File: src/hw/rtl/pssp_pkg.sv
// Shared types, constants and helpers for the proof-set stream parser.
`default_nettype none
package pssp_pkg;

    localparam int unsigned HDR_BYTES   = 12;
    localparam int unsigned ROOT_BYTES  = 32;
    localparam int unsigned OFF_W       = $clog2(ROOT_BYTES);
    localparam int unsigned POS_W       = 17;
    localparam logic [POS_W-1:0] POS_MAX = {POS_W{1'b1}};
    localparam int unsigned MAX_ROOTS   = 1024;
    localparam int unsigned QUEUE_DEPTH = 2;
    localparam int unsigned LEN_W       = 22;

    localparam int unsigned CFG_IDX_W = 2;
    localparam logic [CFG_IDX_W-1:0] CFG_EXPECTED_VERSION = 2'd0;
    localparam logic [CFG_IDX_W-1:0] CFG_ROOT_CAPACITY    = 2'd1;

    localparam logic [15:0] RST_EXPECTED_VERSION = 16'd1;
    localparam logic [15:0] RST_ROOT_CAPACITY    = 16'd1024;

    typedef enum logic [2:0] {
        ST_OK        = 3'd0,
        ST_MAGIC     = 3'd1,
        ST_VERSION   = 3'd2,
        ST_COUNT     = 3'd3,
        ST_LENGTH    = 3'd4,
        ST_ZERO_ROOT = 3'd5,
        ST_ORDER     = 3'd6
    } t_status;

    typedef enum logic [1:0] {
        ORD_EQ      = 2'd0,
        ORD_LESS    = 2'd1,
        ORD_GREATER = 2'd2
    } t_order;

    typedef enum logic [2:0] {
        K_MAGIC    = 3'd0,
        K_VER_LO   = 3'd1,
        K_VER_HI   = 3'd2,
        K_CNT_LO   = 3'd3,
        K_CNT_HI   = 3'd4,
        K_ROOT     = 3'd5,
        K_ROOT_SAT = 3'd6
    } t_kind;

    typedef struct packed {
        logic [7:0]       data;
        logic             last;
        logic [POS_W-1:0] pos;
        t_kind            kind;
        logic [15:0]      root_index;
        logic [OFF_W-1:0] offset;
    } t_item;

    typedef struct packed {
        logic [15:0] expected_version;
        logic [15:0] root_capacity;
    } t_cfg;

    function automatic logic [7:0] magic_byte(input logic [2:0] idx);
        logic [7:0] b;
        unique case (idx)
            3'd0: b = 8'h5A;
            3'd1: b = 8'h43;
            3'd2: b = 8'h50;
            3'd3: b = 8'h53;
            3'd4: b = 8'h45;
            3'd5: b = 8'h54;
            3'd6: b = 8'h0D;
            3'd7: b = 8'h0A;
        endcase
        return b;
    endfunction

endpackage
`default_nettype wire

File: src/hw/rtl/pssp_front.sv
// Front end: frame byte counter and classification of each accepted item.
`default_nettype none
module pssp_front
    import pssp_pkg::*;
(
    input  wire logic  i_clk,
    input  wire logic  i_rst_n,
    input  wire logic  i_valid,
    input  wire logic  [7:0] i_in_byte,
    input  wire logic  i_last,
    input  wire logic  i_full,
    output logic       o_push,
    output t_item      o_item
);

    logic [POS_W-1:0] r_pos;
    logic [POS_W-1:0] n_pos;
    logic [POS_W-1:0] rel;
    logic             sat;
    logic             is_root;

    assign o_push  = i_valid && !i_full;
    assign sat     = (r_pos == POS_MAX);
    assign is_root = (r_pos >= POS_W'(HDR_BYTES));
    assign rel     = r_pos - POS_W'(HDR_BYTES);

    always_comb begin
        o_item.data       = i_in_byte;
        o_item.last       = i_last;
        o_item.pos        = r_pos;
        o_item.offset     = rel[OFF_W-1:0];
        o_item.root_index = is_root ? 16'(rel >> OFF_W) : 16'd0;
        priority if (r_pos < POS_W'(8))       o_item.kind = K_MAGIC;
        else if (r_pos == POS_W'(8))          o_item.kind = K_VER_LO;
        else if (r_pos == POS_W'(9))          o_item.kind = K_VER_HI;
        else if (r_pos == POS_W'(10))         o_item.kind = K_CNT_LO;
        else if (r_pos == POS_W'(11))         o_item.kind = K_CNT_HI;
        else if (sat)                         o_item.kind = K_ROOT_SAT;
        else                                  o_item.kind = K_ROOT;
    end

    always_comb begin
        n_pos = r_pos;
        if (o_push) begin
            if (i_last)    n_pos = '0;
            else if (!sat) n_pos = r_pos + POS_W'(1);
        end
    end

    always_ff @(posedge i_clk) begin
        if (!i_rst_n) begin
            r_pos <= '0;
        end else begin
            r_pos <= n_pos;
        end
    end

endmodule
`default_nettype wire

File: src/hw/rtl/pssp_queue.sv
// Short item queue between the front end and the checking back end.
`default_nettype none
module pssp_queue
    import pssp_pkg::*;
#(
    parameter int unsigned DEPTH = QUEUE_DEPTH
) (
    input  wire logic  i_clk,
    input  wire logic  i_rst_n,
    input  wire logic  i_push,
    input  wire t_item i_item,
    input  wire logic  i_pop,
    output logic       o_full,
    output logic       o_empty,
    output t_item      o_item
);

    localparam int unsigned PTR_W = (DEPTH > 1) ? $clog2(DEPTH) : 1;
    localparam int unsigned CNT_W = $clog2(DEPTH + 1);

    t_item            r_mem [DEPTH];
    logic [PTR_W-1:0] r_wp;
    logic [PTR_W-1:0] r_rp;
    logic [CNT_W-1:0] r_cnt;

    assign o_full  = (r_cnt == CNT_W'(DEPTH));
    assign o_empty = (r_cnt == '0);
    assign o_item  = r_mem[r_rp];

    always_ff @(posedge i_clk) begin
        if (i_push) begin
            r_mem[r_wp] <= i_item;
        end
    end

    always_ff @(posedge i_clk) begin
        if (!i_rst_n) begin
            r_wp  <= '0;
            r_rp  <= '0;
            r_cnt <= '0;
        end else begin
            if (i_push) begin
                r_wp <= (r_wp == PTR_W'(DEPTH - 1)) ? '0 : r_wp + PTR_W'(1);
            end
            if (i_pop) begin
                r_rp <= (r_rp == PTR_W'(DEPTH - 1)) ? '0 : r_rp + PTR_W'(1);
            end
            if (i_push && !i_pop)      r_cnt <= r_cnt + CNT_W'(1);
            else if (i_pop && !i_push) r_cnt <= r_cnt - CNT_W'(1);
        end
    end

endmodule
`default_nettype wire

File: src/hw/rtl/pssp_back.sv
// Back end: header and root checks, status on the last item, output register.
`default_nettype none
module pssp_back
    import pssp_pkg::*;
(
    input  wire logic  i_clk,
    input  wire logic  i_rst_n,
    input  wire t_cfg  i_cfg,
    input  wire logic  i_empty,
    input  wire t_item i_item,
    output logic       o_pop,
    input  wire logic  i_stall,
    output logic       o_valid,
    output logic [7:0] o_out_byte,
    output logic       o_byte_is_root,
    output logic [15:0] o_root_index,
    output logic       o_done_res,
    output logic [2:0] o_status,
    output logic [15:0] o_root_count
);

    // frame state
    logic        r_magic_bad, n_magic_bad;
    logic [15:0] r_hver, n_hver;
    logic [15:0] r_hcnt, n_hcnt;
    t_order      r_order, n_order;
    logic        r_nonzero, n_nonzero;
    t_status     r_first_err, n_first_err;
    logic [7:0]  r_prev [ROOT_BYTES];

    // output register
    logic        r_ovalid;
    logic [7:0]  r_obyte;
    logic        r_oroot;
    logic [15:0] r_oindex;
    logic        r_odone;
    t_status     r_ostatus;
    logic [15:0] r_ocount;

    t_order      base_order;
    logic        base_nz;
    logic [7:0]  prev_b;
    t_status     status;
    logic [15:0] count_out;
    logic [LEN_W-1:0] len;
    logic [LEN_W-1:0] exp_len;

    assign o_pop = !i_empty && (!r_ovalid || !i_stall);

    always_comb begin
        n_magic_bad = r_magic_bad;
        n_hver      = r_hver;
        n_hcnt      = r_hcnt;
        n_order     = r_order;
        n_nonzero   = r_nonzero;
        n_first_err = r_first_err;
        prev_b      = r_prev[i_item.offset];
        base_order  = (i_item.offset == '0) ? ORD_EQ : r_order;
        base_nz     = (i_item.offset == '0) ? 1'b0 : r_nonzero;
        unique case (i_item.kind)
            K_MAGIC: begin
                if (i_item.data != magic_byte(i_item.pos[2:0])) n_magic_bad = 1'b1;
            end
            K_VER_LO: n_hver = {r_hver[15:8], i_item.data};
            K_VER_HI: n_hver = {i_item.data, r_hver[7:0]};
            K_CNT_LO: n_hcnt = {r_hcnt[15:8], i_item.data};
            K_CNT_HI: n_hcnt = {i_item.data, r_hcnt[7:0]};
            K_ROOT: begin
                n_order = base_order;
                if (base_order == ORD_EQ) begin
                    if (prev_b < i_item.data)      n_order = ORD_LESS;
                    else if (prev_b > i_item.data) n_order = ORD_GREATER;
                end
                n_nonzero = base_nz || (i_item.data != 8'd0);
                // verdict for a root is taken on its last byte; first failing root wins
                if (i_item.offset == OFF_W'(ROOT_BYTES - 1) && r_first_err == ST_OK) begin
                    if (!n_nonzero) begin
                        n_first_err = ST_ZERO_ROOT;
                    end else if (i_item.root_index != 16'd0 && n_order != ORD_LESS) begin
                        n_first_err = ST_ORDER;
                    end
                end
            end
            K_ROOT_SAT: ;
            default: ;
        endcase
    end

    always_comb begin
        len       = LEN_W'(i_item.pos) + LEN_W'(1);
        exp_len   = (LEN_W'(n_hcnt) << OFF_W) + LEN_W'(HDR_BYTES);
        status    = ST_OK;
        count_out = 16'd0;
        if (i_item.last) begin
            priority if (len < LEN_W'(HDR_BYTES) || n_magic_bad) begin
                status = ST_MAGIC;
            end else if (n_hver != i_cfg.expected_version) begin
                status = ST_VERSION;
            end else if (n_hcnt == 16'd0 || n_hcnt > 16'(MAX_ROOTS)
                         || n_hcnt > i_cfg.root_capacity) begin
                status = ST_COUNT;
            end else if (len != exp_len) begin
                status = ST_LENGTH;
            end else if (n_first_err != ST_OK) begin
                status = n_first_err;
            end else begin
                count_out = n_hcnt;
            end
        end
    end

    always_ff @(posedge i_clk) begin
        if (!i_rst_n) begin
            r_magic_bad <= 1'b0;
            r_hver      <= '0;
            r_hcnt      <= '0;
            r_order     <= ORD_EQ;
            r_nonzero   <= 1'b0;
            r_first_err <= ST_OK;
        end else if (o_pop) begin
            if (i_item.last) begin
                r_magic_bad <= 1'b0;
                r_hver      <= '0;
                r_hcnt      <= '0;
                r_order     <= ORD_EQ;
                r_nonzero   <= 1'b0;
                r_first_err <= ST_OK;
            end else begin
                r_magic_bad <= n_magic_bad;
                r_hver      <= n_hver;
                r_hcnt      <= n_hcnt;
                r_order     <= n_order;
                r_nonzero   <= n_nonzero;
                r_first_err <= n_first_err;
            end
        end
    end

    // previous root bytes survive frame boundaries; only written roots are compared
    always_ff @(posedge i_clk) begin
        if (o_pop && i_item.kind == K_ROOT) begin
            r_prev[i_item.offset] <= i_item.data;
        end
    end

    always_ff @(posedge i_clk) begin
        if (!i_rst_n) begin
            r_ovalid <= 1'b0;
        end else if (o_pop) begin
            r_ovalid <= 1'b1;
        end else if (!i_stall) begin
            r_ovalid <= 1'b0;
        end
    end

    always_ff @(posedge i_clk) begin
        if (o_pop) begin
            r_obyte   <= i_item.data;
            r_oroot   <= (i_item.kind == K_ROOT || i_item.kind == K_ROOT_SAT);
            r_oindex  <= i_item.root_index;
            r_odone   <= i_item.last;
            r_ostatus <= status;
            r_ocount  <= count_out;
        end
    end

    assign o_valid        = r_ovalid;
    assign o_out_byte     = r_obyte;
    assign o_byte_is_root = r_oroot;
    assign o_root_index   = r_oindex;
    assign o_done_res     = r_odone;
    assign o_status       = r_ostatus;
    assign o_root_count   = r_ocount;

endmodule
`default_nettype wire

File: src/hw/rtl/proof_set_stream_parser.sv
// Top level of the proof-set stream parser: configuration registers and datapath.
`default_nettype none
// Checks a proof-set frame one byte per item: 8-byte magic, LE16 version, LE16 root
// count n, then n roots of 32 bytes. Every byte comes back out, tagged as root data
// with its root index; the byte marked last carries the frame status and, when ok,
// the root count. Sustained rate is one item per clock while the output is not
// stalled. An accepted item is written into its queue entry and then loaded into
// the output register, from which the receiver takes it. The back end's critical
// path is a single read of the 32-byte previous-root store plus a byte compare.
// The two-entry queue lets input keep flowing for two items while the output is
// stalled. Configuration (index 0 expected version, index 1 root capacity) is
// always ready and must only be written between frames once all results have
// been taken. No memory initialization is needed after reset.
module proof_set_stream_parser
    import pssp_pkg::*;
#(
    parameter int unsigned QUEUE_DEPTH_P = QUEUE_DEPTH
) (
    input  wire logic  i_clk,
    input  wire logic  i_rst_n,
    input  wire logic  i_valid,
    output logic       o_stall,
    input  wire logic  [7:0] i_in_byte,
    input  wire logic  i_last,
    output logic       o_valid,
    input  wire logic  i_stall,
    output logic [7:0] o_out_byte,
    output logic       o_byte_is_root,
    output logic [15:0] o_root_index,
    output logic       o_done_res,
    output logic [2:0] o_status,
    output logic [15:0] o_root_count,
    input  wire logic  i_cfg_valid,
    output logic       o_cfg_ready,
    input  wire logic  [CFG_IDX_W-1:0] i_cfg_index,
    input  wire logic  [15:0] i_cfg_data
);

    t_cfg  r_cfg;
    logic  full;
    logic  empty;
    logic  push;
    logic  pop;
    t_item front_item;
    t_item queue_item;

    assign o_cfg_ready = 1'b1;
    assign o_stall     = full;

    always_ff @(posedge i_clk) begin
        if (!i_rst_n) begin
            r_cfg.expected_version <= RST_EXPECTED_VERSION;
            r_cfg.root_capacity    <= RST_ROOT_CAPACITY;
        end else if (i_cfg_valid && o_cfg_ready) begin
            unique case (i_cfg_index)
                CFG_EXPECTED_VERSION: r_cfg.expected_version <= i_cfg_data;
                CFG_ROOT_CAPACITY:    r_cfg.root_capacity    <= i_cfg_data;
                default: ;
            endcase
        end
    end

    pssp_front u_front (
        .i_clk     (i_clk),
        .i_rst_n   (i_rst_n),
        .i_valid   (i_valid),
        .i_in_byte (i_in_byte),
        .i_last    (i_last),
        .i_full    (full),
        .o_push    (push),
        .o_item    (front_item)
    );

    pssp_queue #(
        .DEPTH (QUEUE_DEPTH_P)
    ) u_queue (
        .i_clk   (i_clk),
        .i_rst_n (i_rst_n),
        .i_push  (push),
        .i_item  (front_item),
        .i_pop   (pop),
        .o_full  (full),
        .o_empty (empty),
        .o_item  (queue_item)
    );

    pssp_back u_back (
        .i_clk          (i_clk),
        .i_rst_n        (i_rst_n),
        .i_cfg          (r_cfg),
        .i_empty        (empty),
        .i_item         (queue_item),
        .o_pop          (pop),
        .i_stall        (i_stall),
        .o_valid        (o_valid),
        .o_out_byte     (o_out_byte),
        .o_byte_is_root (o_byte_is_root),
        .o_root_index   (o_root_index),
        .o_done_res     (o_done_res),
        .o_status       (o_status),
        .o_root_count   (o_root_count)
    );

endmodule
`default_nettype wire

File: config.mk
export PLATFORM = sky130hd
export DESIGN_NAME = proof_set_stream_parser
export DESIGN_NICKNAME = d
export VERILOG_FILES = /design/src/hw/rtl/pssp_pkg.sv /design/src/hw/rtl/pssp_front.sv /design/src/hw/rtl/pssp_queue.sv /design/src/hw/rtl/pssp_back.sv /design/src/hw/rtl/proof_set_stream_parser.sv
export SDC_FILE = /design/constraint.sdc
export NUM_CORES = 1
export LEC_CHECK = 0
export BUFFER_PORTS_ARGS = -buffer_cell sky130_fd_sc_hd__buf_4
export CAP_MARGIN = 20
export CORE_UTILIZATION = 61
export CTS_CLUSTER_DIAMETER = 80
export DETAILED_ROUTE_END_ITERATION = 10
export GPL_ROUTABILITY_DRIVEN = 0
export PLACE_DENSITY = 0.79
export SKIP_LAST_GASP = 1
export SYNTH_ARGS = -nofsm -noshare
export SYNTH_HDL_FRONTEND = slang
export SYNTH_HIERARCHICAL = 1
export SYNTH_SLANG_ARGS = --single-unit
File: constraint.sdc
create_clock -name i_clk -period 5.55 [get_ports i_clk]
set_input_delay 0.2775 -clock i_clk [delete_from_list [all_inputs] [get_ports i_clk]]
set_output_delay 0.2775 -clock i_clk [all_outputs]
set_load 0.01 [all_outputs]
Word level (Yosys, flattened, before mapping)

Memory sizes are Yosys's and may differ from the RTL's. A register that Yosys moved wholly into a read port is not among the register bits.
Index checks and enable logic that the tools add are counted.

Memories kept: 3
Register bits: 138
RAM bits: 348
Output and inout port bits: 48
Logic and storage cells: 147
ROM bits: 48

Memories:

| memory          | depth | bits a word | read ports | clocked after Yosys merged registers in | wr ports | line             | text |
|---|---|---|---|---|---|---|---|
| u_back.r_prev   | 32    | 8           | 1          | 0                                       | 1        | pssp_back.sv:29  | `logic [7:0] r_prev [ROOT_BYTES];` |
| u_queue.r_mem   | 2     | 46          | 1          | 1                                       | 1        | pssp_queue.sv:21 | `t_item r_mem [DEPTH];` |
| (no name shown) | 8     | 6           | 1          | 0                                       | 0        | pssp_pkg.sv:63   | `unique case (idx)` |

Reduce and logical (&&, ||, !) cells: 38
Mux-type cells: 49
$add $sub $neg: 8
$lt $le $gt $ge: 7
Bitwise logic cells: 1
Equality and inequality tests: 20

Operators by type and width:

| cell                  | count |
|---|---|
| $eq 17x4->1 const B   | 4 |
| $pmux 16 s2           | 2 |
| $mux 3                | 12 |
| $mux 17               | 2 |
| $mux 16               | 2 |
| $mux 2                | 12 |
| $add 21x4->22 const B | 1 |
| $lt 22x4->1 const B   | 1 |
| $ne 22x22->1          | 1 |
| $add 17x1->18 const B | 1 |
| $add 17x1->17 const B | 1 |
| $eq 17x17->1 const B  | 1 |
| $ge 17x4->1 const B   | 1 |
| $lt 17x4->1 const B   | 1 |
| $mux 1                | 17 |
| $sub 17x4->17 const B | 1 |
| $gt 16x11->1 const B  | 1 |
| $gt 16x16->1          | 1 |
| $logic_not 16->1      | 1 |
| $ne 16x16->1          | 1 |
| $reduce_bool 16->1    | 1 |
| $mux 12               | 1 |
| $eq 3x3->1 const B    | 3 |
| $gt 8x8->1            | 1 |
| 27 further kinds      | 53 |

Depth between registers and ports, before layout

Word-level depth: 18
Gate-level depth with buffers: 18
Gate-level depth less buffers: 14

Hierarchy

The synthesis kept the hierarchy.

By module, submodules not included:

| module                  | times used | cells each | area each (um^2) | sequential area each (um^2) |
|---|---|---|---|---|
| pssp_back               | 1          | 981        | 15088.2          | 9839.4 |
| pssp_queue              | 1          | 178        | 3814.9           | 3103.0 |
| pssp_front              | 1          | 198        | 1502.7           | 340.3 |
| proof_set_stream_parser | 1          | 128        | 1263.7           | 640.6 |

Worst setup path after synthesis

No wires, ideal clock.

Path type: reg-to-reg
Start: register with a tool-made name
End: register u_back.r_ocount[10], in the netlist u_back/o_root_count[10] (data pin)
Required time: 5.379 ns
Library setup time: 0.171 ns
Cell stages (with the launch flop): 19
Setup slack: 1.253 ns
Arrival time: 4.126 ns
Cells stage by stage: dfxtp_1 buf_2 buf_2 mux2_2 clkbuf_1 clkbuf_1 clkbuf_1 mux4_2 a22oi_1 nand4_1 ha_1 a21oi_1 o22ai_1 o21bai_1 nand4b_1 a41oi_1 nand3_1 buf_2 nor4_2

RTL lines:

| what                   | line             | text |
|---|---|---|
| end signal: assignment | pssp_back.sv:163 | `r_ocount <= count_out;` |
| end: declaration       | pssp_back.sv:38  | `logic [15:0] r_ocount;` |

==> impl_metrics.env <==
export IMPL_status="completed"
export IMPL_cp_max_fo=47
export IMPL_grt_pass1_wl_um=75600
export IMPL_area_growth_pct=12.8
export IMPL_vdd_drop_max_mv=0.338
export IMPL_ys_seq_elements=495
export IMPL_register_area_um2=13900
export IMPL_cp_slowest_cell="mux2_2"
export IMPL_drt_iter0_markers=1523
export IMPL_tns_ns=0
export IMPL_ant_nets=0
export IMPL_placedCellCount=1957
export IMPL_cts_tree="built"
export IMPL_hold_end="r_cfg[10]$_SDFFE_PN1P_"
export IMPL_syn_avg_cell_area_um2=14.6
export IMPL_cp_top_family="multiplexers"
export IMPL_synth_warning_count=6
export IMPL_initial_core_util=0.624
export IMPL_regToRegSetupSlack_ns=0.41
export IMPL_slew_violations=0
export IMPL_ys_dominant_reg_cell="edfxtp_1"
export IMPL_start_kind="flip-flop"
export IMPL_clockRootBuffer="clkbuf_16"
export IMPL_grt_setup_unrepaired="false"
export IMPL_cp_end_kind="flip-flop"
export IMPL_vias=13266
export IMPL_port_buffers=78
export IMPL_fin_crit_ns=5.14
export IMPL_fp_dieW_um=190
export IMPL_synth_edf_count=401
export IMPL_final_cell_mix="edfxtp_1 (401), buf_4 (102), dfxtp_1 (93)"
export IMPL_clkSinkCount=495
export IMPL_hold_class="primary input to flip-flop"
export IMPL_first_pass_iters=5
export IMPL_max_cap_violations=0
export IMPL_num_rows=68
export IMPL_dp_hpwl_um=31400
export IMPL_max_stage_delay_ns=0.70
export IMPL_crit_top_cell="buf_4"
export IMPL_cp_required_ns=5.94
export IMPL_synth_cells=1485
export IMPL_path_cells="buf_4 -> mux2_2 -> buf_12 -> mux4_2 -> a22oi_1 -> nand4_1 -> ha_1 -> a21oi_1 -> nor2b_1 -> o21ai_0 -> nand4b_1 -> a41oi_1 -> nand3_1 -> buf_4 -> nor4_1"
export IMPL_fp_dieH_um=190
export IMPL_crit_buf_inv=3
export IMPL_timing_rr_end="u_back/o_root_count[0]$_SDFFCE_PP0P_"
export IMPL_wire_per_inst_um=23.9
export IMPL_hold_viol=0
export IMPL_htree_levels=2
export IMPL_power_density_nw_per_um2=436
export IMPL_clock_latency_ns=0.61
export IMPL_rr_worst_depth=15
export IMPL_antenna_found_initial=1
export IMPL_die_area_um2=36300
export IMPL_grt_max_degree=96
export IMPL_final_cells=2076
export IMPL_numCtsBuffers=48
export IMPL_grt_pass1_vias=12948
export IMPL_clockBufferDepth=3
export IMPL_finalCritPeriodShare=0.926
export IMPL_via_per_inst=6.39
export IMPL_track_usage=0.279
export IMPL_slew_headroom=0.317
export IMPL_critical_path_arrival_ns=5.53
export IMPL_fillers=2218
export IMPL_synth_distinct_cells=81
export IMPL_seq_area_frac_synth=0.643
export IMPL_cts_resized=0
export IMPL_core_um2=34700
export IMPL_fmax_ghz=0.195
export IMPL_setup_viol=0
export IMPL_gr_total_overflow=0
export IMPL_layout_commonest_cell="edfxtp_1"
export IMPL_worst_slew_pin_slew_ns=1.02
export IMPL_num_io_pins=80
export IMPL_routed_wl_um=49600
export IMPL_min_path_cells=3
export IMPL_leakage_nw=8.35
export IMPL_hold_path_startpoint="i_cfg_index[1]"
export IMPL_synthArstFlopShare=0
export IMPL_multi_input_area_um2=7080
export IMPL_fin_skew_ns=0.0343
export IMPL_drive_gt1_frac=0.206
export IMPL_worst_setup_path_type="flip-flop to flip-flop"
export IMPL_nets=1645
export IMPL_clk_pin_slew_ns=0.07
export IMPL_drc=0
export IMPL_syn_area_um2=21700
-- flip-flops by register name, indices dropped and copies added (netlist names), 2 cells and up, named ones only --
| register | count |
|---|---|
| u_back/r_hver | 16 |
| u_front/r_pos | 17 |
| u_back/o_status | 3 |
| u_queue/r_mem | 100 |
| u_back/o_out_byte | 8 |
| u_back/o_root_count | 16 |
| r_cfg | 32 |
| u_back/r_prev | 256 |
| u_back/r_order | 2 |
| u_back/o_root_index | 16 |
| u_back/r_first_err | 3 |
| u_back/r_hcnt | 16 |
| u_queue/r_cnt | 2 |
-- routing by layer --
metal	up-vias	track usage	wire length, µm
met4	0	0.102	1550
met1	6629	0.385	20000
met5	-	0	0
li1	5849	-	-
met3	111	0.0453	3990
met2	677	0.450	24000
-- logic make-up (layout without fill, tap and decap cells) --
kind of cell,Yosys count,in the layout,share of synthesized area
adders and majority gates,33,33,0.0191
buffers and inverters,147,275,0.0332
xor gates and xnor gates,57,57,0.0230
other,3,11,0.000520
AOI/OAI and AO/OA,165,165,0.0518
muxes,180,180,0.125
DFF,495,495,0.643
and+or+nand+nor,405,405,0.105
-- worst reg2reg max path: cells and delay by family, from the launching register on --
family / cells / cell delay, ns
AND/OR/NAND/NOR: 5 / 1.08
buffers and inverters: 3 / 0.98
AO/OA/AOI/OAI: 4 / 1.03
flip-flops: 1 / 0.44
multiplexers: 2 / 1.12
adder cells (fa/ha/maj): 1 / 0.31
-- how the worst max path moves through the flow --
stage | from | endpoint | slack (ns) | cells past startpoint
after floorplan | flip-flop | u_back/o_root_count[10]$_SDFFCE_PP0P_ | 1.25 | 18
after global placement | flip-flop | u_back/o_root_count[0]$_SDFFCE_PP0P_ | 0.77 | 14
after detailed placement | flip-flop | u_back/o_root_count[0]$_SDFFCE_PP0P_ | 0.62 | 15
after CTS | flip-flop | u_back/o_root_count[0]$_SDFFCE_PP0P_ | 0.56 | 15
after global routing | flip-flop | u_back/o_root_count[0]$_SDFFCE_PP0P_ | 0.25 | 15
final | flip-flop | u_back/o_root_count[0]$_SDFFCE_PP0P_ | 0.41 | 15
-- power by group --
| part | switching (mW) | internal (mW) |
|---|---|---|
| clock network | 1.41 | 1.81 |
| logic | 1.68 | 1.10 |
| registers | 0.111 | 4.54 |
| total | 3.21 | 7.45 |
-- synth_stat cells, drive strengths merged, types with 5 or more instances --
master    n  area, µm²
mux2i    60        637
mux2     56        631
nand3b    9       67.6
ha       33        413
and3     12       75.1
or4      11       86.3
nor3b     7       57.6
xor2     14        123
or2       6       37.5
nand2    90        338
a31oi     5       31.3
inv      51        191
dfxtp    94       1880
xnor2    43        377
edfxtp  401      12000
nor2b    41        257
nor4b     6       73.8
nor2     74        278
nand4    26        163
mux4     64       1440
clkbuf   40        151
nand2b    7       43.8
buf      54        369
nor3     23        125
and2     16        100
o21ai    30        150
or3      10       62.6
nor4     29        265
a21oi    28        144
a22oi    57        428
nand3    25        125
-- metrics by stage --
step           cell area (µm²)  setup WS [ns]  power (mW)  utilization  hold slack [ns]
2_1_floorplan            21700           1.25        6.53            -            0.395
5_1_grt                  24400          0.251        11.1        0.704           0.0199
6_report                 24400          0.412        10.7        0.704           0.0236
3_3_place_gp             22600          0.769        7.37        0.650            0.444
3_5_place_dp             22600          0.620        7.46        0.650            0.455
4_1_cts                  24400          0.558        10.7        0.704         0.000184
-- what timing repair did --
item / CTS / global route
hold endpoints to repair: 50 / 0
buffers inserted: 0 / 0
hold buffers: 28 / 0
-- cell type report --
| type | count | share of cell area |
|---|---|---|
| flip-flops and latches | 495 | 0.570 |
| well taps | 455 | 0.0233 |
| clock inverters | 23 | 0.00763 |
| inverters | 53 | 0.00814 |
| multi-input cells | 850 | 0.290 |
| clock buffers | 67 | 0.0567 |
| diodes | 1 | 0.000102 |
| repair buffers | 132 | 0.0444 |
Power figures use the tool's default switching activity.
